`src/sv/smc_mbx_pkg.sv`:
```
package smc_mbx_pkg;

  // Fixed framing of a transaction header: command, key bytes, length byte
  localparam int unsigned KeyBytes = 4;
  localparam int unsigned HdrBytes = 1 + KeyBytes + 1;

  // Configuration register indexes and reset values
  localparam int unsigned CfgIdxW  = 2;
  localparam int unsigned CfgDataW = 16;
  localparam logic [CfgIdxW-1:0] CFG_MIN_WAIT   = 2'd0;
  localparam logic [CfgIdxW-1:0] CFG_RETRY_WAIT = 2'd1;
  localparam logic [CfgIdxW-1:0] CFG_MAX_POLLS  = 2'd2;
  localparam logic [15:0] MinWaitRst   = 16'h0010;
  localparam logic [15:0] RetryWaitRst = 16'h0100;
  localparam logic [4:0]  MaxPollsRst  = 5'd18;

  // Delay counters are 40 bits, saturating
  localparam int unsigned WaitW = 40;

  // Input item kinds
  typedef enum logic [1:0] {
    OP_TICK  = 2'd0,
    OP_RESP  = 2'd1,
    OP_LOAD  = 2'd2,
    OP_START = 2'd3
  } op_e;

  // Bus operations requested from the host
  typedef enum logic [2:0] {
    BUS_NONE      = 3'd0,
    BUS_RD_STATUS = 3'd1,
    BUS_RD_DATA   = 3'd2,
    BUS_WR_CMD    = 3'd3,
    BUS_WR_DATA   = 3'd4
  } bus_op_e;

  // Completion status
  typedef enum logic [1:0] {
    ST_OK     = 2'd0,
    ST_IO_ERR = 2'd1,
    ST_BUSY   = 2'd2
  } status_e;

  // Transaction phase, one-hot
  typedef enum logic [8:0] {
    PH_IDLE           = 9'b0_0000_0001,
    PH_WAIT_SEND      = 9'b0_0000_0010,
    PH_RESP_SEND      = 9'b0_0000_0100,
    PH_WAIT_RDY       = 9'b0_0000_1000,
    PH_RESP_RDY       = 9'b0_0001_0000,
    PH_RESP_DATA      = 9'b0_0010_0000,
    PH_WAIT_FLUSH     = 9'b0_0100_0000,
    PH_RESP_FLUSH     = 9'b0_1000_0000,
    PH_RESP_FLUSHDATA = 9'b1_0000_0000
  } phase_e;

  // Datapath micro-operations
  typedef enum logic [4:0] {
    A_NOP,
    A_LOAD,
    A_EMIT_BUSY,
    A_LATCH,
    A_MEM_RD,
    A_BEGIN_SEND,
    A_DEC,
    A_POLL_SEND,
    A_RESEND,
    A_POLL_RDY,
    A_POLL_FLUSH,
    A_REPOLL_SEND,
    A_NEXT_BYTE,
    A_CLR_BC,
    A_READY_WAIT,
    A_FIN_ERR,
    A_FIN_OK,
    A_BEGIN_FLUSH,
    A_REPOLL_RDY,
    A_READ_DATA,
    A_GOT_DATA,
    A_READ_FLUSH,
    A_FLUSH_INC,
    A_WAIT_FLUSH
  } uop_e;

  // Jump conditions
  typedef enum logic [3:0] {
    C_NEVER,
    C_ALWAYS,
    C_WAIT_LEFT,
    C_RETRY,
    C_ACCEPTED,
    C_LAST_POLL,
    C_MORE,
    C_WMODE,
    C_LEN_ZERO,
    C_S0,
    C_S0_CLEAR,
    C_DATA_LAST,
    C_FLUSH_DONE
  } cond_e;

  localparam int unsigned UpcW     = 6;
  localparam int unsigned NumSteps = 35;
  typedef logic [UpcW-1:0] upc_t;

  typedef struct packed {
    uop_e  uop;
    cond_e cond;
    logic  emit;
    upc_t  target;
  } ctrl_word_t;

  typedef struct packed {
    bus_op_e     bus_op;
    logic [7:0]  bus_value;
    logic        data_valid;
    logic [7:0]  data_byte;
    logic        data_last;
    logic        done_res;
    status_e     status;
  } out_item_t;

  // Routine entry points
  localparam upc_t U_IDLE  = 6'd0;
  localparam upc_t U_LOAD  = 6'd1;
  localparam upc_t U_BUSY  = 6'd2;
  localparam upc_t U_START = 6'd3;
  localparam upc_t U_SEND  = 6'd4;
  localparam upc_t U_TS    = 6'd6;
  localparam upc_t U_TS_RS = 6'd9;
  localparam upc_t U_TR    = 6'd10;
  localparam upc_t U_TF    = 6'd12;
  localparam upc_t U_RS    = 6'd14;
  localparam upc_t U_RS_OK = 6'd17;
  localparam upc_t U_FAIL  = 6'd22;
  localparam upc_t U_OK    = 6'd23;
  localparam upc_t U_FLUSH = 6'd24;
  localparam upc_t U_RR    = 6'd25;
  localparam upc_t U_RR_RD = 6'd28;
  localparam upc_t U_RD    = 6'd29;
  localparam upc_t U_RF    = 6'd31;
  localparam upc_t U_RX    = 6'd33;

  // Microprogram: on a false condition control falls through to the next word
  localparam ctrl_word_t UCODE [NumSteps] = '{
    '{A_NOP,         C_NEVER,      1'b0, U_IDLE },  //  0 wait for an item
    '{A_LOAD,        C_ALWAYS,     1'b0, U_IDLE },  //  1 buffer load
    '{A_EMIT_BUSY,   C_ALWAYS,     1'b1, U_IDLE },  //  2 start rejected
    '{A_LATCH,       C_ALWAYS,     1'b0, U_SEND },  //  3 start accepted
    '{A_MEM_RD,      C_NEVER,      1'b0, U_IDLE },  //  4 send: fetch payload
    '{A_BEGIN_SEND,  C_ALWAYS,     1'b1, U_IDLE },  //  5 send: write byte
    '{A_DEC,         C_WAIT_LEFT,  1'b0, U_IDLE },  //  6 tick in send wait
    '{A_NOP,         C_RETRY,      1'b0, U_TS_RS},  //  7
    '{A_POLL_SEND,   C_ALWAYS,     1'b1, U_IDLE },  //  8 status poll
    '{A_RESEND,      C_ALWAYS,     1'b1, U_IDLE },  //  9 resend byte
    '{A_DEC,         C_WAIT_LEFT,  1'b0, U_IDLE },  // 10 tick in ready wait
    '{A_POLL_RDY,    C_ALWAYS,     1'b1, U_IDLE },  // 11
    '{A_DEC,         C_WAIT_LEFT,  1'b0, U_IDLE },  // 12 tick in flush wait
    '{A_POLL_FLUSH,  C_ALWAYS,     1'b1, U_IDLE },  // 13
    '{A_NOP,         C_ACCEPTED,   1'b0, U_RS_OK},  // 14 status after send
    '{A_NOP,         C_LAST_POLL,  1'b0, U_FAIL },  // 15
    '{A_REPOLL_SEND, C_ALWAYS,     1'b0, U_IDLE },  // 16
    '{A_NEXT_BYTE,   C_NEVER,      1'b0, U_IDLE },  // 17 byte taken
    '{A_NOP,         C_MORE,       1'b0, U_SEND },  // 18
    '{A_NOP,         C_WMODE,      1'b0, U_OK   },  // 19
    '{A_CLR_BC,      C_LEN_ZERO,   1'b0, U_FLUSH},  // 20
    '{A_READY_WAIT,  C_ALWAYS,     1'b0, U_IDLE },  // 21
    '{A_FIN_ERR,     C_ALWAYS,     1'b1, U_IDLE },  // 22 timeout
    '{A_FIN_OK,      C_ALWAYS,     1'b1, U_IDLE },  // 23 success
    '{A_BEGIN_FLUSH, C_ALWAYS,     1'b0, U_IDLE },  // 24
    '{A_NOP,         C_S0,         1'b0, U_RR_RD},  // 25 status in ready wait
    '{A_NOP,         C_LAST_POLL,  1'b0, U_FAIL },  // 26
    '{A_REPOLL_RDY,  C_ALWAYS,     1'b0, U_IDLE },  // 27
    '{A_READ_DATA,   C_ALWAYS,     1'b1, U_IDLE },  // 28
    '{A_GOT_DATA,    C_DATA_LAST,  1'b1, U_FLUSH},  // 29 data byte arrived
    '{A_READY_WAIT,  C_ALWAYS,     1'b0, U_IDLE },  // 30
    '{A_NOP,         C_S0_CLEAR,   1'b0, U_OK   },  // 31 status in flush
    '{A_READ_FLUSH,  C_ALWAYS,     1'b1, U_IDLE },  // 32
    '{A_FLUSH_INC,   C_FLUSH_DONE, 1'b0, U_OK   },  // 33 flushed byte
    '{A_WAIT_FLUSH,  C_ALWAYS,     1'b0, U_IDLE }   // 34
  };

  // Routine selected by the item kind and the current phase
  function automatic upc_t dispatch(op_e op, phase_e ph);
    upc_t res;
    res = U_IDLE;
    case (op)
      OP_LOAD:  res = U_LOAD;
      OP_START: res = (ph == PH_IDLE) ? U_START : U_BUSY;
      OP_TICK: begin
        case (ph)
          PH_WAIT_SEND:  res = U_TS;
          PH_WAIT_RDY:   res = U_TR;
          PH_WAIT_FLUSH: res = U_TF;
          default:       res = U_IDLE;
        endcase
      end
      OP_RESP: begin
        case (ph)
          PH_RESP_SEND:      res = U_RS;
          PH_RESP_RDY:       res = U_RR;
          PH_RESP_DATA:      res = U_RD;
          PH_RESP_FLUSH:     res = U_RF;
          PH_RESP_FLUSHDATA: res = U_RX;
          default:           res = U_IDLE;
        endcase
      end
      default: res = U_IDLE;
    endcase
    return res;
  endfunction

endpackage

```
`src/sv/smc_mailbox_port_master.sv`:
```
// Host-side master for a byte-wide command/data mailbox.
// Input stream (s_axis): one item per transfer; tuser carries the kind (tick,
// bus read response, payload load, start) and tdata the start, load and
// response fields. Output stream (m_axis): at most one item per input item,
// either a bus operation for the host to perform, a received payload byte
// (tlast on the final one) or a completion with its status.
// Configuration: cfg_we_i writes cfg_wdata_i into the register cfg_idx_i in
// the same cycle (0 first poll delay, 1 resend delay, 2 polls per byte);
// write only while no transaction is running.
// Sequencing: a microcoded sequencer runs a short routine per item, chosen by
// the item kind and the current phase. s_axis_tready is high only while the
// sequencer waits for its next item. Delays are counted in tick items, not
// clock cycles.
// Results sit in an output register; a step that produces a result waits
// there while the previous one is still not taken, so a stalled receiver
// holds back the input side after at most one pending result.
// Reset clears the phase to idle and restores the register defaults; the
// payload buffer holds nothing meaningful until loaded.
module smc_mailbox_port_master
  import smc_mbx_pkg::*;
#(
  parameter int unsigned MAX_PAYLOAD = 32,
  parameter int unsigned FLUSH_LIMIT = 16
) (
  input  logic                clk_i,
  input  logic                rst_ni,
  // config write port
  input  logic                cfg_we_i,
  input  logic [CfgIdxW-1:0]  cfg_idx_i,
  input  logic [CfgDataW-1:0] cfg_wdata_i,
  // input stream
  input  logic                s_axis_tvalid,
  output logic                s_axis_tready,
  // tdata: is_write[0], command[8:1], key[40:9], length[46:41],
  //        byte_value[54:47], byte_index[59:55], zero pad [63:60]
  input  logic [63:0]         s_axis_tdata,
  // tuser: operation[1:0]
  input  logic [1:0]          s_axis_tuser,
  // output stream
  output logic                m_axis_tvalid,
  input  logic                m_axis_tready,
  // tdata: bus_value[7:0], data_byte[15:8], status[17:16], zero pad [23:18]
  output logic [23:0]         m_axis_tdata,
  // tuser: bus_op[2:0], data_valid[3], done_res[4]
  output logic [4:0]          m_axis_tuser,
  output logic                m_axis_tlast
);

  localparam int unsigned AddrW = (MAX_PAYLOAD > 1) ? $clog2(MAX_PAYLOAD) : 1;
  localparam int unsigned LenW  = $clog2(MAX_PAYLOAD + 1);
  localparam int unsigned BcW   = $clog2(HdrBytes + MAX_PAYLOAD + 1);
  localparam int unsigned FcW   = $clog2(FLUSH_LIMIT + 1);

  // Configuration registers
  logic [15:0] min_wait_q, retry_wait_q;
  logic [4:0]  max_polls_q;

  // Sequencer and latched item
  upc_t        upc_q, upc_d;
  ctrl_word_t  word;
  logic        out_free, stall, run, cond_true, accept;
  op_e         it_op_q;
  logic        it_wr_q;
  logic [7:0]  it_cmd_q, it_bv_q;
  logic [31:0] it_key_q;
  logic [5:0]  it_len_q;
  logic [4:0]  it_bi_q;

  // Transaction datapath
  phase_e           phase_q, phase_d;
  logic [BcW-1:0]   bc_q, bc_d;
  logic [4:0]       poll_q, poll_d;
  logic [WaitW-1:0] rem_q, rem_d, delay_q, delay_d;
  logic [WaitW-1:0] min40, retry40, dbl;
  logic [7:0]       pend_q, pend_d;
  logic             retry_q, retry_d;
  logic [FcW-1:0]   fc_q, fc_d;
  logic [7:0]       cmd_q, cmd_d;
  logic [31:0]      key_q, key_d, key_shift;
  logic [LenW-1:0]  hlen_q, hlen_d, len_sat;
  logic             wmode_q, wmode_d;
  logic [7:0]       tx_byte;
  bus_op_e          send_op;

  // Payload buffer
  logic [7:0]       mem_q [MAX_PAYLOAD];
  logic [7:0]       rdata_q;
  logic [AddrW-1:0] rd_addr, ld_addr;
  logic             ld_ok;

  // Output register
  logic      out_valid_q, out_valid_d;
  out_item_t out_q, out_d, em;

  // Config writes
  always_ff @(posedge clk_i or negedge rst_ni) begin
    if (!rst_ni) begin
      min_wait_q   <= MinWaitRst;
      retry_wait_q <= RetryWaitRst;
      max_polls_q  <= MaxPollsRst;
    end else if (cfg_we_i) begin
      case (cfg_idx_i)
        CFG_MIN_WAIT:   min_wait_q   <= cfg_wdata_i[15:0];
        CFG_RETRY_WAIT: retry_wait_q <= cfg_wdata_i[15:0];
        CFG_MAX_POLLS:  max_polls_q  <= cfg_wdata_i[4:0];
        default: ;
      endcase
    end
  end

  // Sequencer control
  assign word          = UCODE[upc_q];
  assign out_free      = !out_valid_q || m_axis_tready;
  assign stall         = word.emit && !out_free;
  assign run           = (upc_q != U_IDLE) && !stall;
  assign s_axis_tready = (upc_q == U_IDLE);
  assign accept        = s_axis_tvalid && s_axis_tready;

  // Derived datapath values
  assign min40   = WaitW'(min_wait_q);
  assign retry40 = WaitW'(retry_wait_q);
  assign dbl     = delay_q[WaitW-1] ? '1 : {delay_q[WaitW-2:0], 1'b0};
  assign len_sat = ({1'b0, it_len_q} > 7'(MAX_PAYLOAD)) ? LenW'(MAX_PAYLOAD)
                                                         : LenW'(it_len_q);
  assign rd_addr = AddrW'(bc_q - BcW'(HdrBytes));
  assign ld_addr = AddrW'(it_bi_q);
  assign ld_ok   = (32'(it_bi_q) < MAX_PAYLOAD);

  // Byte to send at position bc: command, key high byte first, length, payload
  assign key_shift = key_q << {2'(bc_q[1:0] - 2'd1), 3'b000};
  always_comb begin
    if (bc_q == '0) begin
      tx_byte = cmd_q;
    end else if (bc_q < BcW'(HdrBytes - 1)) begin
      tx_byte = key_shift[31:24];
    end else if (bc_q == BcW'(HdrBytes - 1)) begin
      tx_byte = 8'(hlen_q);
    end else begin
      tx_byte = rdata_q;
    end
  end
  assign send_op = (bc_q == '0) ? BUS_WR_CMD : BUS_WR_DATA;

  // Jump condition
  always_comb begin
    case (word.cond)
      C_NEVER:      cond_true = 1'b0;
      C_ALWAYS:     cond_true = 1'b1;
      C_WAIT_LEFT:  cond_true = |rem_q[WaitW-1:1];
      C_RETRY:      cond_true = retry_q;
      C_ACCEPTED:   cond_true = !it_bv_q[1] && it_bv_q[2];
      C_LAST_POLL:  cond_true = (6'(poll_q) + 6'd1) >= 6'(max_polls_q);
      C_MORE:       cond_true = (bc_q < BcW'(HdrBytes)) ||
                                (wmode_q && (bc_q < BcW'(HdrBytes) + BcW'(hlen_q)));
      C_WMODE:      cond_true = wmode_q;
      C_LEN_ZERO:   cond_true = (hlen_q == '0);
      C_S0:         cond_true = it_bv_q[0];
      C_S0_CLEAR:   cond_true = !it_bv_q[0];
      C_DATA_LAST:  cond_true = (bc_q + BcW'(1)) >= BcW'(hlen_q);
      C_FLUSH_DONE: cond_true = (fc_q + FcW'(1)) >= FcW'(FLUSH_LIMIT);
      default:      cond_true = 1'b0;
    endcase
  end

  // Next step
  always_comb begin
    upc_d = upc_q;
    if (upc_q == U_IDLE) begin
      if (accept) begin
        upc_d = dispatch(op_e'(s_axis_tuser), phase_q);
      end
    end else if (!stall) begin
      upc_d = cond_true ? word.target : upc_q + upc_t'(1);
    end
  end

  // Datapath: one micro-operation per step
  always_comb begin
    phase_d = phase_q;
    bc_d    = bc_q;
    poll_d  = poll_q;
    rem_d   = rem_q;
    delay_d = delay_q;
    pend_d  = pend_q;
    retry_d = retry_q;
    fc_d    = fc_q;
    cmd_d   = cmd_q;
    key_d   = key_q;
    hlen_d  = hlen_q;
    wmode_d = wmode_q;
    em      = '0;
    if (run) begin
      case (word.uop)
        A_EMIT_BUSY: begin
          em.done_res = 1'b1;
          em.status   = ST_BUSY;
        end
        A_LATCH: begin
          wmode_d = it_wr_q;
          cmd_d   = it_cmd_q;
          key_d   = it_key_q;
          hlen_d  = len_sat;
          bc_d    = '0;
        end
        A_BEGIN_SEND: begin
          pend_d       = tx_byte;
          poll_d       = '0;
          retry_d      = 1'b0;
          delay_d      = min40;
          rem_d        = min40;
          phase_d      = PH_WAIT_SEND;
          em.bus_op    = send_op;
          em.bus_value = tx_byte;
        end
        A_DEC: begin
          if (rem_q != '0) begin
            rem_d = rem_q - WaitW'(1);
          end
        end
        A_POLL_SEND: begin
          phase_d   = PH_RESP_SEND;
          em.bus_op = BUS_RD_STATUS;
        end
        A_RESEND: begin
          retry_d      = 1'b0;
          rem_d        = delay_q;
          em.bus_op    = send_op;
          em.bus_value = pend_q;
        end
        A_POLL_RDY: begin
          phase_d   = PH_RESP_RDY;
          em.bus_op = BUS_RD_STATUS;
        end
        A_POLL_FLUSH: begin
          phase_d   = PH_RESP_FLUSH;
          em.bus_op = BUS_RD_STATUS;
        end
        A_REPOLL_SEND: begin
          poll_d  = poll_q + 5'd1;
          delay_d = dbl;
          phase_d = PH_WAIT_SEND;
          if (it_bv_q[1]) begin
            rem_d = dbl;
          end else begin
            retry_d = 1'b1;
            rem_d   = retry40;
          end
        end
        A_NEXT_BYTE: bc_d = bc_q + BcW'(1);
        A_CLR_BC:    bc_d = '0;
        A_READY_WAIT: begin
          poll_d  = '0;
          delay_d = min40;
          rem_d   = min40;
          phase_d = PH_WAIT_RDY;
        end
        A_FIN_ERR: begin
          phase_d     = PH_IDLE;
          em.done_res = 1'b1;
          em.status   = ST_IO_ERR;
        end
        A_FIN_OK: begin
          phase_d     = PH_IDLE;
          em.done_res = 1'b1;
          em.status   = ST_OK;
        end
        A_BEGIN_FLUSH: begin
          fc_d    = '0;
          rem_d   = min40;
          phase_d = PH_WAIT_FLUSH;
        end
        A_REPOLL_RDY: begin
          poll_d  = poll_q + 5'd1;
          delay_d = dbl;
          rem_d   = dbl;
          phase_d = PH_WAIT_RDY;
        end
        A_READ_DATA: begin
          phase_d   = PH_RESP_DATA;
          em.bus_op = BUS_RD_DATA;
        end
        A_GOT_DATA: begin
          bc_d          = bc_q + BcW'(1);
          em.data_valid = 1'b1;
          em.data_byte  = it_bv_q;
          em.data_last  = cond_true;
        end
        A_READ_FLUSH: begin
          phase_d   = PH_RESP_FLUSHDATA;
          em.bus_op = BUS_RD_DATA;
        end
        A_FLUSH_INC: fc_d = fc_q + FcW'(1);
        A_WAIT_FLUSH: begin
          rem_d   = min40;
          phase_d = PH_WAIT_FLUSH;
        end
        default: ;
      endcase
    end
  end

  // Output register
  always_comb begin
    out_valid_d = out_valid_q && !m_axis_tready;
    out_d       = out_q;
    if (run && word.emit) begin
      out_valid_d = 1'b1;
      out_d       = em;
    end
  end

  // Control state
  always_ff @(posedge clk_i or negedge rst_ni) begin
    if (!rst_ni) begin
      upc_q       <= U_IDLE;
      phase_q     <= PH_IDLE;
      bc_q        <= '0;
      poll_q      <= '0;
      rem_q       <= '0;
      delay_q     <= '0;
      pend_q      <= '0;
      retry_q     <= 1'b0;
      fc_q        <= '0;
      cmd_q       <= '0;
      key_q       <= '0;
      hlen_q      <= '0;
      wmode_q     <= 1'b0;
      out_valid_q <= 1'b0;
    end else begin
      upc_q       <= upc_d;
      phase_q     <= phase_d;
      bc_q        <= bc_d;
      poll_q      <= poll_d;
      rem_q       <= rem_d;
      delay_q     <= delay_d;
      pend_q      <= pend_d;
      retry_q     <= retry_d;
      fc_q        <= fc_d;
      cmd_q       <= cmd_d;
      key_q       <= key_d;
      hlen_q      <= hlen_d;
      wmode_q     <= wmode_d;
      out_valid_q <= out_valid_d;
    end
  end

  // Payload registers
  always_ff @(posedge clk_i) begin
    out_q <= out_d;
    if (accept) begin
      it_op_q  <= op_e'(s_axis_tuser);
      it_wr_q  <= s_axis_tdata[0];
      it_cmd_q <= s_axis_tdata[8:1];
      it_key_q <= s_axis_tdata[40:9];
      it_len_q <= s_axis_tdata[46:41];
      it_bv_q  <= s_axis_tdata[54:47];
      it_bi_q  <= s_axis_tdata[59:55];
    end
  end

  // Payload buffer: one write port for loads, one registered read port
  always_ff @(posedge clk_i) begin
    if (run && (word.uop == A_LOAD) && (it_op_q == OP_LOAD) && ld_ok) begin
      mem_q[ld_addr] <= it_bv_q;
    end
    if (run && (word.uop == A_MEM_RD) && (bc_q >= BcW'(HdrBytes))) begin
      rdata_q <= mem_q[rd_addr];
    end
  end

  // Output packing
  assign m_axis_tvalid = out_valid_q;
  assign m_axis_tdata  = {6'b0, out_q.status, out_q.data_byte, out_q.bus_value};
  assign m_axis_tuser  = {out_q.done_res, out_q.data_valid, out_q.bus_op};
  assign m_axis_tlast  = out_q.data_last;

`ifndef SYNTHESIS
  a_upc_range: assert property (@(posedge clk_i) disable iff (!rst_ni)
    upc_q < upc_t'(NumSteps))
    else $error("microcode step out of range");

  a_len_sat: assert property (@(posedge clk_i) disable iff (!rst_ni)
    32'(hlen_q) <= MAX_PAYLOAD)
    else $error("held length above buffer size");

  a_flush_bound: assert property (@(posedge clk_i) disable iff (!rst_ni)
    (phase_q == PH_WAIT_FLUSH) |-> (32'(fc_q) < FLUSH_LIMIT))
    else $error("flush count reached limit while still flushing");

  a_finish_idle: assert property (@(posedge clk_i) disable iff (!rst_ni)
    ((upc_q == U_OK) || (upc_q == U_FAIL)) && out_free |=> (phase_q == PH_IDLE))
    else $error("transaction end did not return to idle");

  a_out_kind: assert property (@(posedge clk_i) disable iff (!rst_ni)
    out_valid_q && (out_q.data_valid || out_q.done_res) |->
      (out_q.bus_op == BUS_NONE) && !(out_q.data_valid && out_q.done_res))
    else $error("result mixes bus operation, data and completion");
`endif

endmodule
```
`config.mk`:
```
export PLATFORM = sky130hd
export DESIGN_NAME = smc_mailbox_port_master
export DESIGN_NICKNAME = d
export VERILOG_FILES = /design/src/sv/smc_mbx_pkg.sv /design/src/sv/smc_mailbox_port_master.sv
export SDC_FILE = /design/constraint.sdc
export NUM_CORES = 1
export LEC_CHECK = 0
export ABC_AREA = 1
export BUFFER_PORTS_ARGS = -buffer_cell sky130_fd_sc_hd__buf_4
export CELL_PAD_IN_SITES_DETAIL_PLACEMENT = 0
export CELL_PAD_IN_SITES_GLOBAL_PLACEMENT = 1
export CORE_AREA = 2 2 260 262
export DETAILED_ROUTE_END_ITERATION = 10
export DIE_AREA = 0 0 262 264
export PLACE_DENSITY_LB_ADDON = 0.1
export SKIP_CTS_REPAIR_TIMING = 1
export SYNTH_ARGS = -nofsm -noshare
export SYNTH_HDL_FRONTEND = slang
export SYNTH_SLANG_ARGS = --single-unit
```
`constraint.sdc`:
```
create_clock -name clk_i -period 7.2 [get_ports clk_i]
set_input_delay 0.36 -clock clk_i [delete_from_list [all_inputs] [get_ports clk_i]]
set_output_delay 0.36 -clock clk_i [all_outputs]
set_load 0.005 [all_outputs]
```
Word level (Yosys, flattened, before mapping):

Memory sizes are Yosys's and may differ from the RTL's. A register that Yosys moved wholly into a read port is not among the register bits.
Cells that the tools add are included.
W data, S select, Z words.

* bits in registers: 291
* latch bits: 0
* RAM bits: 256
* memory bits (read-only): 1024
* input port bits: 89
* output and inout port bits: 32
* word-level logic and storage cells: 200
* memories: 2

Memory list
* (no name shown): words 64, width 16, read ports 1, clocked after Yosys merged registers in 0, wr ports 0, line smc_mailbox_port_master.sv:112 `assign word = UCODE[upc_q];`
* mem_q: words 32, width 8, read ports 1, clocked after Yosys merged registers in 1, wr ports 1, line smc_mailbox_port_master.sv:86 `logic [7:0] mem_q [MAX_PAYLOAD];`

* add/sub/neg operators: 9
* multipliers: 0
* div/mod/pow operators: 0
* $lt $le $gt $ge: 9
* equal/unequal tests: 55
* shift-type cells: 1
* multiplexer cells: 34
* bitwise operators: 1
* reductions and logical operators: 58

Operators by type and width (number)
* $pmux W40 S5: 1
* $mux W40: 3
* $pmux W9 S9: 1
* $pmux W40 S2: 1
* $eq A5 B4 Y1 const B: 8
* $eq A5 B5 Y1 const B: 8
* $reduce_bool A40 Y1: 1
* $sub A40 B1 Y40 const B: 1
* $reduce_or A39 Y1: 1
* $mux W16: 2
* $shl A32 B5 Y32: 1
* $mux W6: 5
* $pmux W6 S5: 1
* $mux W8: 3
* $pmux W6 S4: 1
* $reduce_and A2 Y1: 11
* $eq A4 B4 Y1 const B: 5
* $eq A5 B3 Y1 const B: 4
* $pmux W5 S2: 2
* $reduce_or A2 Y1: 10
* $logic_not A6 Y1: 3
* $pmux W3 S3: 2
* $eq A4 B3 Y1 const B: 4
* $pmux W8 S2: 1
* other kinds (51): 87

Depth between registers and ports, before layout:

* depth after elaboration: 11
* gate-level depth with buffers: 20
* mapped depth without buffers: 20

Worst setup path before layout:

OpenSTA, ideal clock, no wires.

* path type: register to register
* from: reg upc_q[0]
* to: reg it_bi_q[0], enable pin
* setup time: 482 ps
* arrival time: 3938 ps
* data required time: 6718 ps
* setup slack: 2780 ps
* stages on the path, launching flop included: 7
* buffers on the path: 0
* clock period less this slack: 4420 ps
* cell sequence: dfrtp_1 inv_2 ha_1 nand2_4 nor3_4 inv_1 nor2_1

* word-level cells in the longest chain between the ends: 2

RTL lines
* from (decl): line smc_mailbox_port_master.sv:59 `upc_t upc_q, upc_d;`
* from (signal assigned): line smc_mailbox_port_master.sv:330 `upc_q <= upc_d;`
* $logic_not A6 Y1: line smc_mailbox_port_master.sv:116 `assign s_axis_tready = (upc_q == U_IDLE);`
* via s_axis_tready: line smc_mailbox_port_master.sv:33 `output logic s_axis_tready,`
* $logic_and A1 B1 Y1: line smc_mailbox_port_master.sv:117 `assign accept = s_axis_tvalid && s_axis_tready;`
* via accept: line smc_mailbox_port_master.sv:61 `logic out_free, stall, run, cond_true, accept;`
* to (signal assigned): line smc_mailbox_port_master.sv:357 `it_bi_q <= s_axis_tdata[59:55];`
* to (decl): line smc_mailbox_port_master.sv:67 `logic [4:0] it_bi_q;`

The timed path passes the listed nets, and every way through them passes these cells.
A chain may end at the register's enable or synchronous reset.

Worst setup path after layout:

* from: reg upc_q[0]
* to: reg rem_q[6]

* word-level cells in the longest chain between the ends: 8
* elaborated cells on any way between the ends: 21
* classes of those cells: 9 x eq/ne; 3 x mux; 1 x bitwise; 7 x reduce/logical; 1 x memory

RTL lines
* $not A6 Y7 (not written as such): line smc_mailbox_port_master.sv:112
* $mem_v2 Z64 W16
* $mux W16 (not written as such) (2 in series): line smc_mailbox_port_master.sv:112
* $eq A5 B3 Y1 (tied with other cells): line smc_mailbox_port_master.sv:193 `case (word.uop)`
* $reduce_or A4 Y1 (no source line) / $logic_not A1 Y1 (equally long branches)
* $reduce_bool A5 Y1 (no source line) / $logic_and A1 B1 Y1 (equally long branches)
* $reduce_and A3 Y1 (no source line)
* to (signal assigned): line smc_mailbox_port_master.sv:334 `rem_q <= rem_d;`
* to (decl): line smc_mailbox_port_master.sv:73 `logic [WaitW-1:0] rem_q, rem_d, delay_q, delay_d;`

Several ways; a longest one is shown, not always the timed one. The select of a mux whose other input is x is not followed.

==> metrics.txt <==
Synth top area share=39.9%; GP Congestion=0.850; minimum clock period=4.85 ns; Clock Pin Slew Worst Setup and Hold Paths=~0.060 ns; Die Y-Extent=264 microns; startpoint types=register; sequential share of the synthesized area=59.4%; Final period util=67.3%; CTS tree=built; ys flop type=edfxtp_1; Ys Warns=0; antenna diode count=0; # fillers=approximately 6500; Die Width=262 microns; setup_tns=0 ns; async set or reset register ratio after synthesis=36.9%; largest net degree at the start of global routing=137; final instance area=slightly above 30000 sq um; IO Port Bufs=110; area grow syn2layout=15.7%; WS Path Type=register to register; RSZ-0062 raised after global routing=no; Hold Path Class=input port to register; Cell Area, Placed=27900 sq um; fin nets=3061; number of H-tree levels=2; final hold violation count=0; Num CTS Buffers=60; Initial DRT Pass Iterations=5; VDD IR max=245 uV; Worst-Margin Slew=around 1.3 ns; layout cells sized above 1=9.65%; DR vias/cell=5.16; Max Cap Violations=0; required time worst endpoint=7.76 ns; row cnt=95; ANT nets after route=0; max_slew headroom=16.1%; largest cells by area after synthesis=edfxtp_1 40%, dfrtp_1 19%, nand2_1 9.1%; leak pwr=13.0 nW; grt total ovfl=0; count of flip-flops with a built-in enable after synthesis=350; Slew Limit Fails=0; FMAX=206 MHz; Final setup viols=0; die area=69200 sq um; initial antenna violation count=0; CP Data Arrival Time=5.41 ns; wire per inst=19.2 microns; first-pass GRT wire length=roughly 110000 microns; DP HPWL=about 48000 microns; PD cells=428 nW/um^2; Max Buffers Root-to-Sink=3; Initial Util=39.6%; Tot GR Track Use=21.4%; clk_skew=0.0661 ns; Total Routed Length=between 70000 and 80000 microns; # IOs=121; Worst Path Max Fanout=42; Clock Tree Root=clkbuf_16; Worst-Skew Late Latency=0.66 ns; drc violations=0; synthesized flop and latch total=between 500 and 600; synthesized cell area=26400 sq um; vias in the first global route=~20000; count of different cell masters after synthesis=55; Sink Count=555; number of DRC markers in iteration 0=1307; Avg Inst Size Synth=9.40 sq um; Core ar.=around 67000 sq um; Syn Inst Count=2804; routed via count=19900; outcome=finished, final reports clean; kind of end point of the critical path=register; leading area contributor after synthesis=edfxtp_1
sequential cells by signal, indices dropped and copies added (netlist names), 5 cells and up:
register / flops
bc_q: 6
cmd_q: 8
delay_q: 40
fc_q: 5
hlen_q: 6
it_bi_q: 5
it_bv_q: 8
it_cmd_q: 8
it_key_q: 32
it_len_q: 6
key_q: 32
m_axis_tdata: 18
m_axis_tuser: 5
max_polls_q: 5
mem_q: 256
min_wait_q: 16
pend_q: 8
phase_q: 9
poll_q: 5
rdata_q: 8
rem_q: 40
retry_wait_q: 16
upc_q: 6
worst max-delay path, stage by stage, from the launching register on:
cell and delay (ns):
dfrtp_1 0.59, inv_2 0.16, ha_1 0.44, inv_1 0.09
nand2_1 0.07, nand2_1 0.09, nand2_1 0.06, nand2_2 0.16
clkinv_2 0.20, nand2_2 0.15, nor2_4 0.06, nand2_2 0.54
nand3_2 0.28, nor2_4 0.82, nand2_1 0.14, nand2_2 0.66
nand2_1 0.14, nand2_1 0.10
cell usage after synthesis (all sizes together) (37+ instances only):
cell and n:
a21oi 56, buf 55, clkbuf 80, dfrtp 200, edfxtp 350, ha 37, inv 210, nand2 659
nand3 148, nor2 439, o21ai 276, o221ai 59, o22ai 44
cell type report:
cell class	instances	area (sq um)	area share, %
inverters	215	811	2.66
well taps	873	1090	3.58
repair buffers	199	1680	5.51
flip-flops and latches	555	15700	51.3
multi-input cells	1904	9290	30.5
clock inverters	32	359	1.18
clock buffers	80	1610	5.27
path summary, 6_finish.rpt:
path	startpoint	depth (start not counted)	slack, ns	to
worst max-delay path	upc_q[0]	17	2.35	rem_q[6]
worst min-delay path	cfg_wdata_i[6]	3	0.02	min_wait_q[6]
worst max register to register	upc_q[0]	17	2.35	rem_q[6]
worst min register to register	it_cmd_q[5]	2	0.44	cmd_q[5]
max in group asynchronous	rst_ni	3	5.64	bc_q[0]
min in group asynchronous	rst_ni	2	0.28	m_axis_tvalid
placed cells by master, fill, tap and decap left out, types with 18 or more instances in the layout:
cell type	count
nand2_1	641
nor2_1	427
edfxtp_1	350
o21ai_0	257
dfrtp_1	198
inv_1	191
nand3_1	144
buf_4	131
dlygate4sd3_1	66
clkbuf_16	60
o221ai_1	59
a21oi_1	54
o22ai_1	44
ha_1	37
xor2_1	33
nor3_1	31
o211ai_1	23
nand4_1	19
a31oi_1	19
inv_2	18
metal layers:
| layer | global-route usage [%] | share of wire, % |
|---|---|---|
| met2 | 36.2 | 49 |
| met3 | 3.01 | 4.1 |
| met1 | 28.4 | 44 |
| met5 | 0 | 0 |
| met4 | 6.37 | 2.6 |
logic make-up (layout without fill, tap and decap cells):
logic type | after synthesis | count (layout) | share of synthesized area, %
other | 1 | 6 | 0.0142
flip-flops | 555 | 555 | 59.4
AND/OR/NAND/NOR | 1318 | 1318 | 20.7
XOR/XNOR | 50 | 50 | 1.66
adder cells (fa/ha/maj) | 37 | 37 | 1.76
buffers and inverters | 350 | 526 | 5.56
AO/OA/AOI/OAI | 493 | 493 | 11.0
through the flow:
stage	setup slack, ns	instances	utilization, %	power [mW]	hold slack (ns)
detailed placement	2.31	3680	41.9	10.1	0.363
CTS	2.29	3792	44.8	13.2	-0.293
global route	1.90	3858	45.8	14.1	0.00535
global placement	2.39	3680	41.9	9.99	0.363
floorplan	2.78	2809	-	8.37	0.0644
finish	2.35	3858	45.8	13.1	0.0150
power breakdown:
part / internal [mW] / leakage [nW] / switching [mW]
Clock: 1.78 / 0.947 / 1.31
Combinational: 1.61 / 6.24 / 3.77
Sequential: 4.08 / 5.83 / 0.503
Total: 7.48 / 13.0 / 5.58
(Power assumes the default switching activity.)
